==> config.mk <==
export PLATFORM = sky130hd
export DESIGN_NAME = vfa_sqrt
export DESIGN_NICKNAME = d
export VERILOG_FILES = /design/src/rtl/core/vfa_pkg.sv /design/src/rtl/core/vfa_sqrt.sv
export SDC_FILE = /design/constraint.sdc
export NUM_CORES = 2
export LEC_CHECK = 0
export ABC_CLOCK_PERIOD_IN_PS = 3400
export BUFFER_PORTS_ARGS = -buffer_cell sky130_fd_sc_hd__buf_2
export CAP_MARGIN = 40
export CELL_PAD_IN_SITES_DETAIL_PLACEMENT = 1
export CELL_PAD_IN_SITES_GLOBAL_PLACEMENT = 1
export CORE_ASPECT_RATIO = 1.75
export CORE_UTILIZATION = 48
export CTS_CLUSTER_DIAMETER = 150
export DETAILED_ROUTE_END_ITERATION = 10
export GPL_ROUTABILITY_DRIVEN = 0
export GPL_TIMING_DRIVEN = 0
export PLACE_DENSITY_LB_ADDON = 0.1
export SKIP_LAST_GASP = 1
export SLEW_MARGIN = 10
export SYNTH_ARGS = -nofsm -noshare
export SYNTH_HDL_FRONTEND = slang
export SYNTH_MEMORY_MAX_BITS = 65536
export SYNTH_SLANG_ARGS = --single-unit
==> constraint.sdc <==
create_clock -name clk -period 3.4 [get_ports clk]
set_input_delay 0.17 -clock clk [delete_from_list [all_inputs] [get_ports clk]]
set_output_delay 0.17 -clock clk [all_outputs]
set_load 0.005 [all_outputs]
==> src/rtl/core/vfa_pkg.sv <==
// Package: widths, opcodes, shared types and the saturation function of the vector ALU.
`default_nettype none
package vfa_pkg;

  localparam int W_BITS    = 32;
  localparam int F_BITS    = 16;
  localparam int N_BITS    = W_BITS + F_BITS;
  localparam int P_BITS    = 2 * W_BITS;
  localparam int RAD_BITS  = 2 * W_BITS;
  localparam int EXT_BITS  = 2 * W_BITS + 3;
  localparam int REM_BITS  = W_BITS + 3;
  localparam int SQ_STAGES = W_BITS;
  localparam int DV_STAGES = N_BITS;

  typedef enum logic [3:0] {
    OP_ADDV  = 4'd0,
    OP_ADDS  = 4'd1,
    OP_SUBV  = 4'd2,
    OP_SUBS  = 4'd3,
    OP_DOT   = 4'd4,
    OP_SCALE = 4'd5,
    OP_DIV   = 4'd6,
    OP_CROSS = 4'd7,
    OP_LEN   = 4'd8,
    OP_NORM  = 4'd9
  } op_t;

  typedef struct packed {
    logic              clip;
    logic [W_BITS-1:0] val;
  } sat_t;

  typedef struct packed {
    op_t               op;
    logic [W_BITS-1:0] rx;
    logic [W_BITS-1:0] ry;
    logic [W_BITS-1:0] rz;
    logic [W_BITS-1:0] sc;
    logic              clip;
    logic              bad;
    logic [W_BITS-1:0] amag0;
    logic [W_BITS-1:0] amag1;
    logic [W_BITS-1:0] amag2;
    logic [2:0]        aneg;
    logic              bneg;
    logic [W_BITS-1:0] bmag;
    logic [W_BITS-1:0] len;
  } side_t;

  function automatic sat_t sat_word(input logic signed [EXT_BITS-1:0] v);
    sat_t r;
    if (v[EXT_BITS-1:W_BITS-1] == '0 || v[EXT_BITS-1:W_BITS-1] == '1) begin
      r.clip = 1'b0;
      r.val  = v[W_BITS-1:0];
    end else begin
      r.clip = 1'b1;
      r.val  = v[EXT_BITS-1] ? {1'b1, {(W_BITS-1){1'b0}}} : {1'b0, {(W_BITS-1){1'b1}}};
    end
    return r;
  endfunction

endpackage
`default_nettype wire

==> src/rtl/core/vfa_sqrt.sv <==
// Pipelined integer square root, one result bit per stage.
`default_nettype none
module vfa_sqrt import vfa_pkg::*; (
  input  logic                clk,
  input  logic                en,
  input  logic [RAD_BITS-1:0] rad,
  output logic [W_BITS-1:0]   root
);

  logic [REM_BITS-1:0] rem_r  [SQ_STAGES];
  logic [W_BITS-1:0]   root_r [SQ_STAGES];
  logic [RAD_BITS-1:0] rad_r  [SQ_STAGES];

  for (genvar i = 0; i < SQ_STAGES; i++) begin : g_stage
    logic [REM_BITS-1:0] rem_in, curr, trial;
    logic [W_BITS-1:0]   root_in;
    logic [RAD_BITS-1:0] rad_in;
    if (i == 0) begin : g_first
      assign rem_in  = '0;
      assign root_in = '0;
      assign rad_in  = rad;
    end else begin : g_next
      assign rem_in  = rem_r[i-1];
      assign root_in = root_r[i-1];
      assign rad_in  = rad_r[i-1];
    end
    assign curr  = {rem_in[REM_BITS-3:0], rad_in[RAD_BITS-1 -: 2]};
    assign trial = REM_BITS'({root_in, 2'b01});
    always_ff @(posedge clk) begin
      if (en) begin
        if (curr >= trial) begin
          rem_r[i]  <= curr - trial;
          root_r[i] <= {root_in[W_BITS-2:0], 1'b1};
        end else begin
          rem_r[i]  <= curr;
          root_r[i] <= {root_in[W_BITS-2:0], 1'b0};
        end
        rad_r[i] <= rad_in << 2;
      end
    end
  end

  assign root = root_r[SQ_STAGES-1];

endmodule
`default_nettype wire

==> metrics.md <==
| Metric | Value |
|---|---|
| Status | finished with violations |
| Failing checks | setup timing |
| RSZ-0062 raised after global routing | true |
| Syn nets | 9754 |
| Final #Nets | 10530 |
| TritonCTS clock tree | done |
| Worst-path fanout max | 6 |
| Initial DRC Count | 3178 |
| Met2 WL post-DR | 183100 um |
| Final Instance Count excl. Fillers | 13240 |
| Post-Route WL | 316800 um |
| Core area | 242200 um2 |
| Worst skew pair latency | 0.91 ns |
| Fin. Hold Viols | 0 |
| Top routing layer used | met4 |
| Mapped Cells | 9126 |
| CTS Root Cell | clkbuf_16 |
| Routed vias | 75010 |
| Hold slack | 0.03320 ns |
| Count of buffer and inverter cells on the critical path | 2 |
| Relative slew slack | 0.3431 |
| CP max-delay cell | or4_4 |
| IO buf count | 97 |
| Most used DFF post-synth | edfxtp_1 |
| #FFs+latches synth | 2494 |
| Vias in the first global route | 82590 |
| Post-DRT Antenna Nets | 0 |
| Post-synthesis async set-or-reset flop share | 0 |
| CP Class | register to register |
| Lkg Pwr | 52.13 nW |
| Fin crit period | 3.809 ns |
| Initial core utilization | 0.4828 |
| Reg area | 74880 um2 |
| Fillers | 23880 |
| Die Ht | 655.0 um |
| Crit path cell chain | or4_4, or4_4, or4_4, or4_4, o32ai_4, or3_1, buf_6, or2_1, buf_6, nor3_1, xor2_2 |
| Clock slew at reported path FFs | 0.07 ns |
| Clk sink count | 2494 |
| Fin. max-slew vios | 0 |
| Most used cell, CP | or4_4 |
| Setup crit end kind | register |
| Row cnt | 239 |
| DR pass1 iterations | 7 |
| Synth top area cells | edfxtp_1, ha_1, xnor2_1 |
| Drt via density | 5.667 |
| Distinct cells, synth | 85 |
| Met1 WL | 93200 um |
| Post-route DRC | 0 |
| Synth area leader | edfxtp_1 |
| Crit start category | register |
| Congestion Overflow GR | 0 |
| GRT Total Usage | 0.2554 |
| Full die area | 245700 um2 |
| Die Width | 375.1 um |
| Number of CTS-inserted buffers | 235 |
| Post-synth EDFFs | 2493 |
| Max rail drop VDD | 529.6 uV |
| Area after DPL | 122600 um2 |
| Post-DP HPWL | 236000 um |
| Clk_skew | 0.04244 ns |
| Synthesized area per cell | 12.81 um2 |
| Final setup fails | 38 |
| Crit path required time | 4.08 ns |
| Setup WS post-layout | -0.4089 ns |
| Data arrival time of the worst path | 4.49 ns |
| Largest delay share family, worst path | simple AND/OR/NAND/NOR gates |
| Area of the multi-input gates | 41990 um2 |
| Post-Place Cells | 12430 |
| Slew @ Worst Pin | 0.9763 ns |
| Clk buf depth | 4 |
| Met3 WL | 7788 um |
| Synth warn | 0 |
| FMAX | 0.2625 GHz |
| Global-route wire length before repair | 474700 um |
| Ratio of cells with drive above 1 in the final layout | 0.1566 |
| Part of the cycle the worst path needs | 1.120 |
| I/O pins | 98 |
| Max cap viols | 0 |
| Pwr/cell area | 669.6 nW/um2 |
| HP Class | input pin to register |
| Final instance area | 137900 um2 |
| Antenna violations before repair | 4 |
| Sequential share of the synthesized area | 0.6403 |
| Share of the synthesized area in the top cell type | 0.6402 |
| Syn-to-layout area delta | 17.95% |
| Largest net degree at the start of global routing | 121 |
| Sum Neg Setup Slack | -6.953 ns |
| Cell area after synthesis | 116900 um2 |
| DR WL/cell | 23.94 um |
| CP max stage delay | 0.57 ns |
| H-tree depth | 4 |
==> cell usage after synthesis (all sizes together) (14+ instances only) <==
master and instances:
a31oi 55, o21bai 47, a2111oi 14, nor2 425
ha 562, a211oi 50, or2 65, o211ai 41
nand3b 32, xnor2 405, nand2b 122, edfxtp 2493
nand4b 21, a21o 243, mux2 75, mux2i 15
nand4 86, o31ai 44, nand3 166, or3 118
nor3 243, xor2 395, buf 20, and3 60
a31o 18, a21oi 472, nor2b 71, nand2 704
o21a 107, o21ai 576, clkbuf 191, nor4b 29
inv 707, or4 69, nor4 129, and2 51
==> area by class of cell <==
class	count	area share
sequential	2494	0.5429
multi-input combinational	5712	0.3044
clock buffer	263	0.04355
timing repair buffer	571	0.03841
tap	3133	0.02842
inverter	710	0.01943
clock inverter	164	0.01434
buffer	182	0.008400
antenna	7	0.0001270
==> flip-flops by register name, indices dropped and copies added (netlist names) <==
signal  count
rad_r     992
rem_r     974
root_r    528
==> worst register-to-register path: stages (launching register included) <==
cell and delay (ns):
edfxtp_1 0.40, or4_4 0.56, or4_4 0.45, or4_4 0.45
or4_4 0.57, o32ai_4 0.24, or3_1 0.17, buf_6 0.12
or2_1 0.11, buf_6 0.13, nor3_1 0.08, xor2_2 0.31
==> per-layer routing <==
| metal | vias to the layer above | track usage |
|---|---|---|
| li1 | 35280 | - |
| met1 | 37250 | 0.2047 |
| met2 | 1443 | 0.5260 |
| met3 | 1036 | 0.02692 |
| met4 | 0 | 0.2238 |
| met5 | - | 0 |
==> placed cells by master (no fill, tap or decap), types with 41 or more instances in the layout <==
cell	n
or2_2	58
edfxtp_1	2493
nand2b_1	119
dlygate4sd3_1	127
nand3_1	153
nor4_1	80
nor2b_1	70
o21bai_1	43
o21ai_1	50
o21ai_0	488
buf_4	264
and2_1	48
clkbuf_16	238
a21o_1	241
ha_4	41
buf_2	117
inv_1	696
nor2_1	397
nor3_1	210
nand4_1	86
or3_1	105
xor2_1	392
clkbuf_1	89
xnor2_1	393
and3_1	53
ha_1	497
mux2_2	67
a21oi_1	424
nand2_1	692
o21a_1	99
a31oi_1	43
or4_1	48
a21oi_2	41
o211ai_1	41
==> cell families (layout without fill, tap and decap cells) <==
logic type | count (synthesis) | after routing | synth area share
flip-flops | 2494 | 2494 | 0.6403
XOR/XNOR | 800 | 800 | 0.05992
buffers and inverters | 921 | 1890 | 0.02969
multiplexers | 90 | 90 | 0.008506
other | 0 | 7 | 0
AND/OR/NAND/NOR | 2434 | 2434 | 0.1051
adder cells (fa/ha/maj) | 562 | 562 | 0.06013
AO/OA/AOI/OAI | 1825 | 1826 | 0.09630
==> path summary, 6_finish.rpt <==
check	cells after the start	slack [ns]	endpoint	startpoint
setup reg to reg	11	-0.41	rem_r[0][168]$_DFFE_PP_	rem_r[0][126]$_DFFE_PP_
setup / recovery	11	-0.41	rem_r[0][168]$_DFFE_PP_	rem_r[0][126]$_DFFE_PP_
hold reg to reg	0	0.40	rad_r[0][67]$_DFFE_PP_	rad_r[0][3]$_DFFE_PP_
hold / removal	3	0.03	rad_r[0][55]$_DFFE_PP_	en
==> power breakdown <==
group          internal (W)  leakage (nW)  total [W]  switching, W
Combinational       0.00948          24.2     0.0230        0.0135
Clock                0.0157          3.86     0.0276        0.0119
Sequential           0.0390          24.0     0.0418       0.00280
==> what timing repair did <==
action                                  in CTS  in global routing
cloned                                       3                  3
pin swaps                                   97                105
setup buffers                              164                102
resized for setup                          520                436
hold buffers                               132                  0
endpoints found under the hold margin      205                  0
endpoints found under the setup margin    2201                678
==> stage by stage <==
stage	utilization	power [W]	worst slack, ns
2_1_floorplan	-	0.05530	-0.1117
3_3_place_gp	0.5011	0.06194	-19.69
3_5_place_dp	0.5062	0.06250	-2.293
4_1_cts	0.5594	0.09160	-0.4537
5_1_grt	0.5695	0.09619	-0.4740
6_report	0.5695	0.09236	-0.4089
Power figures use the tool's default switching activity.
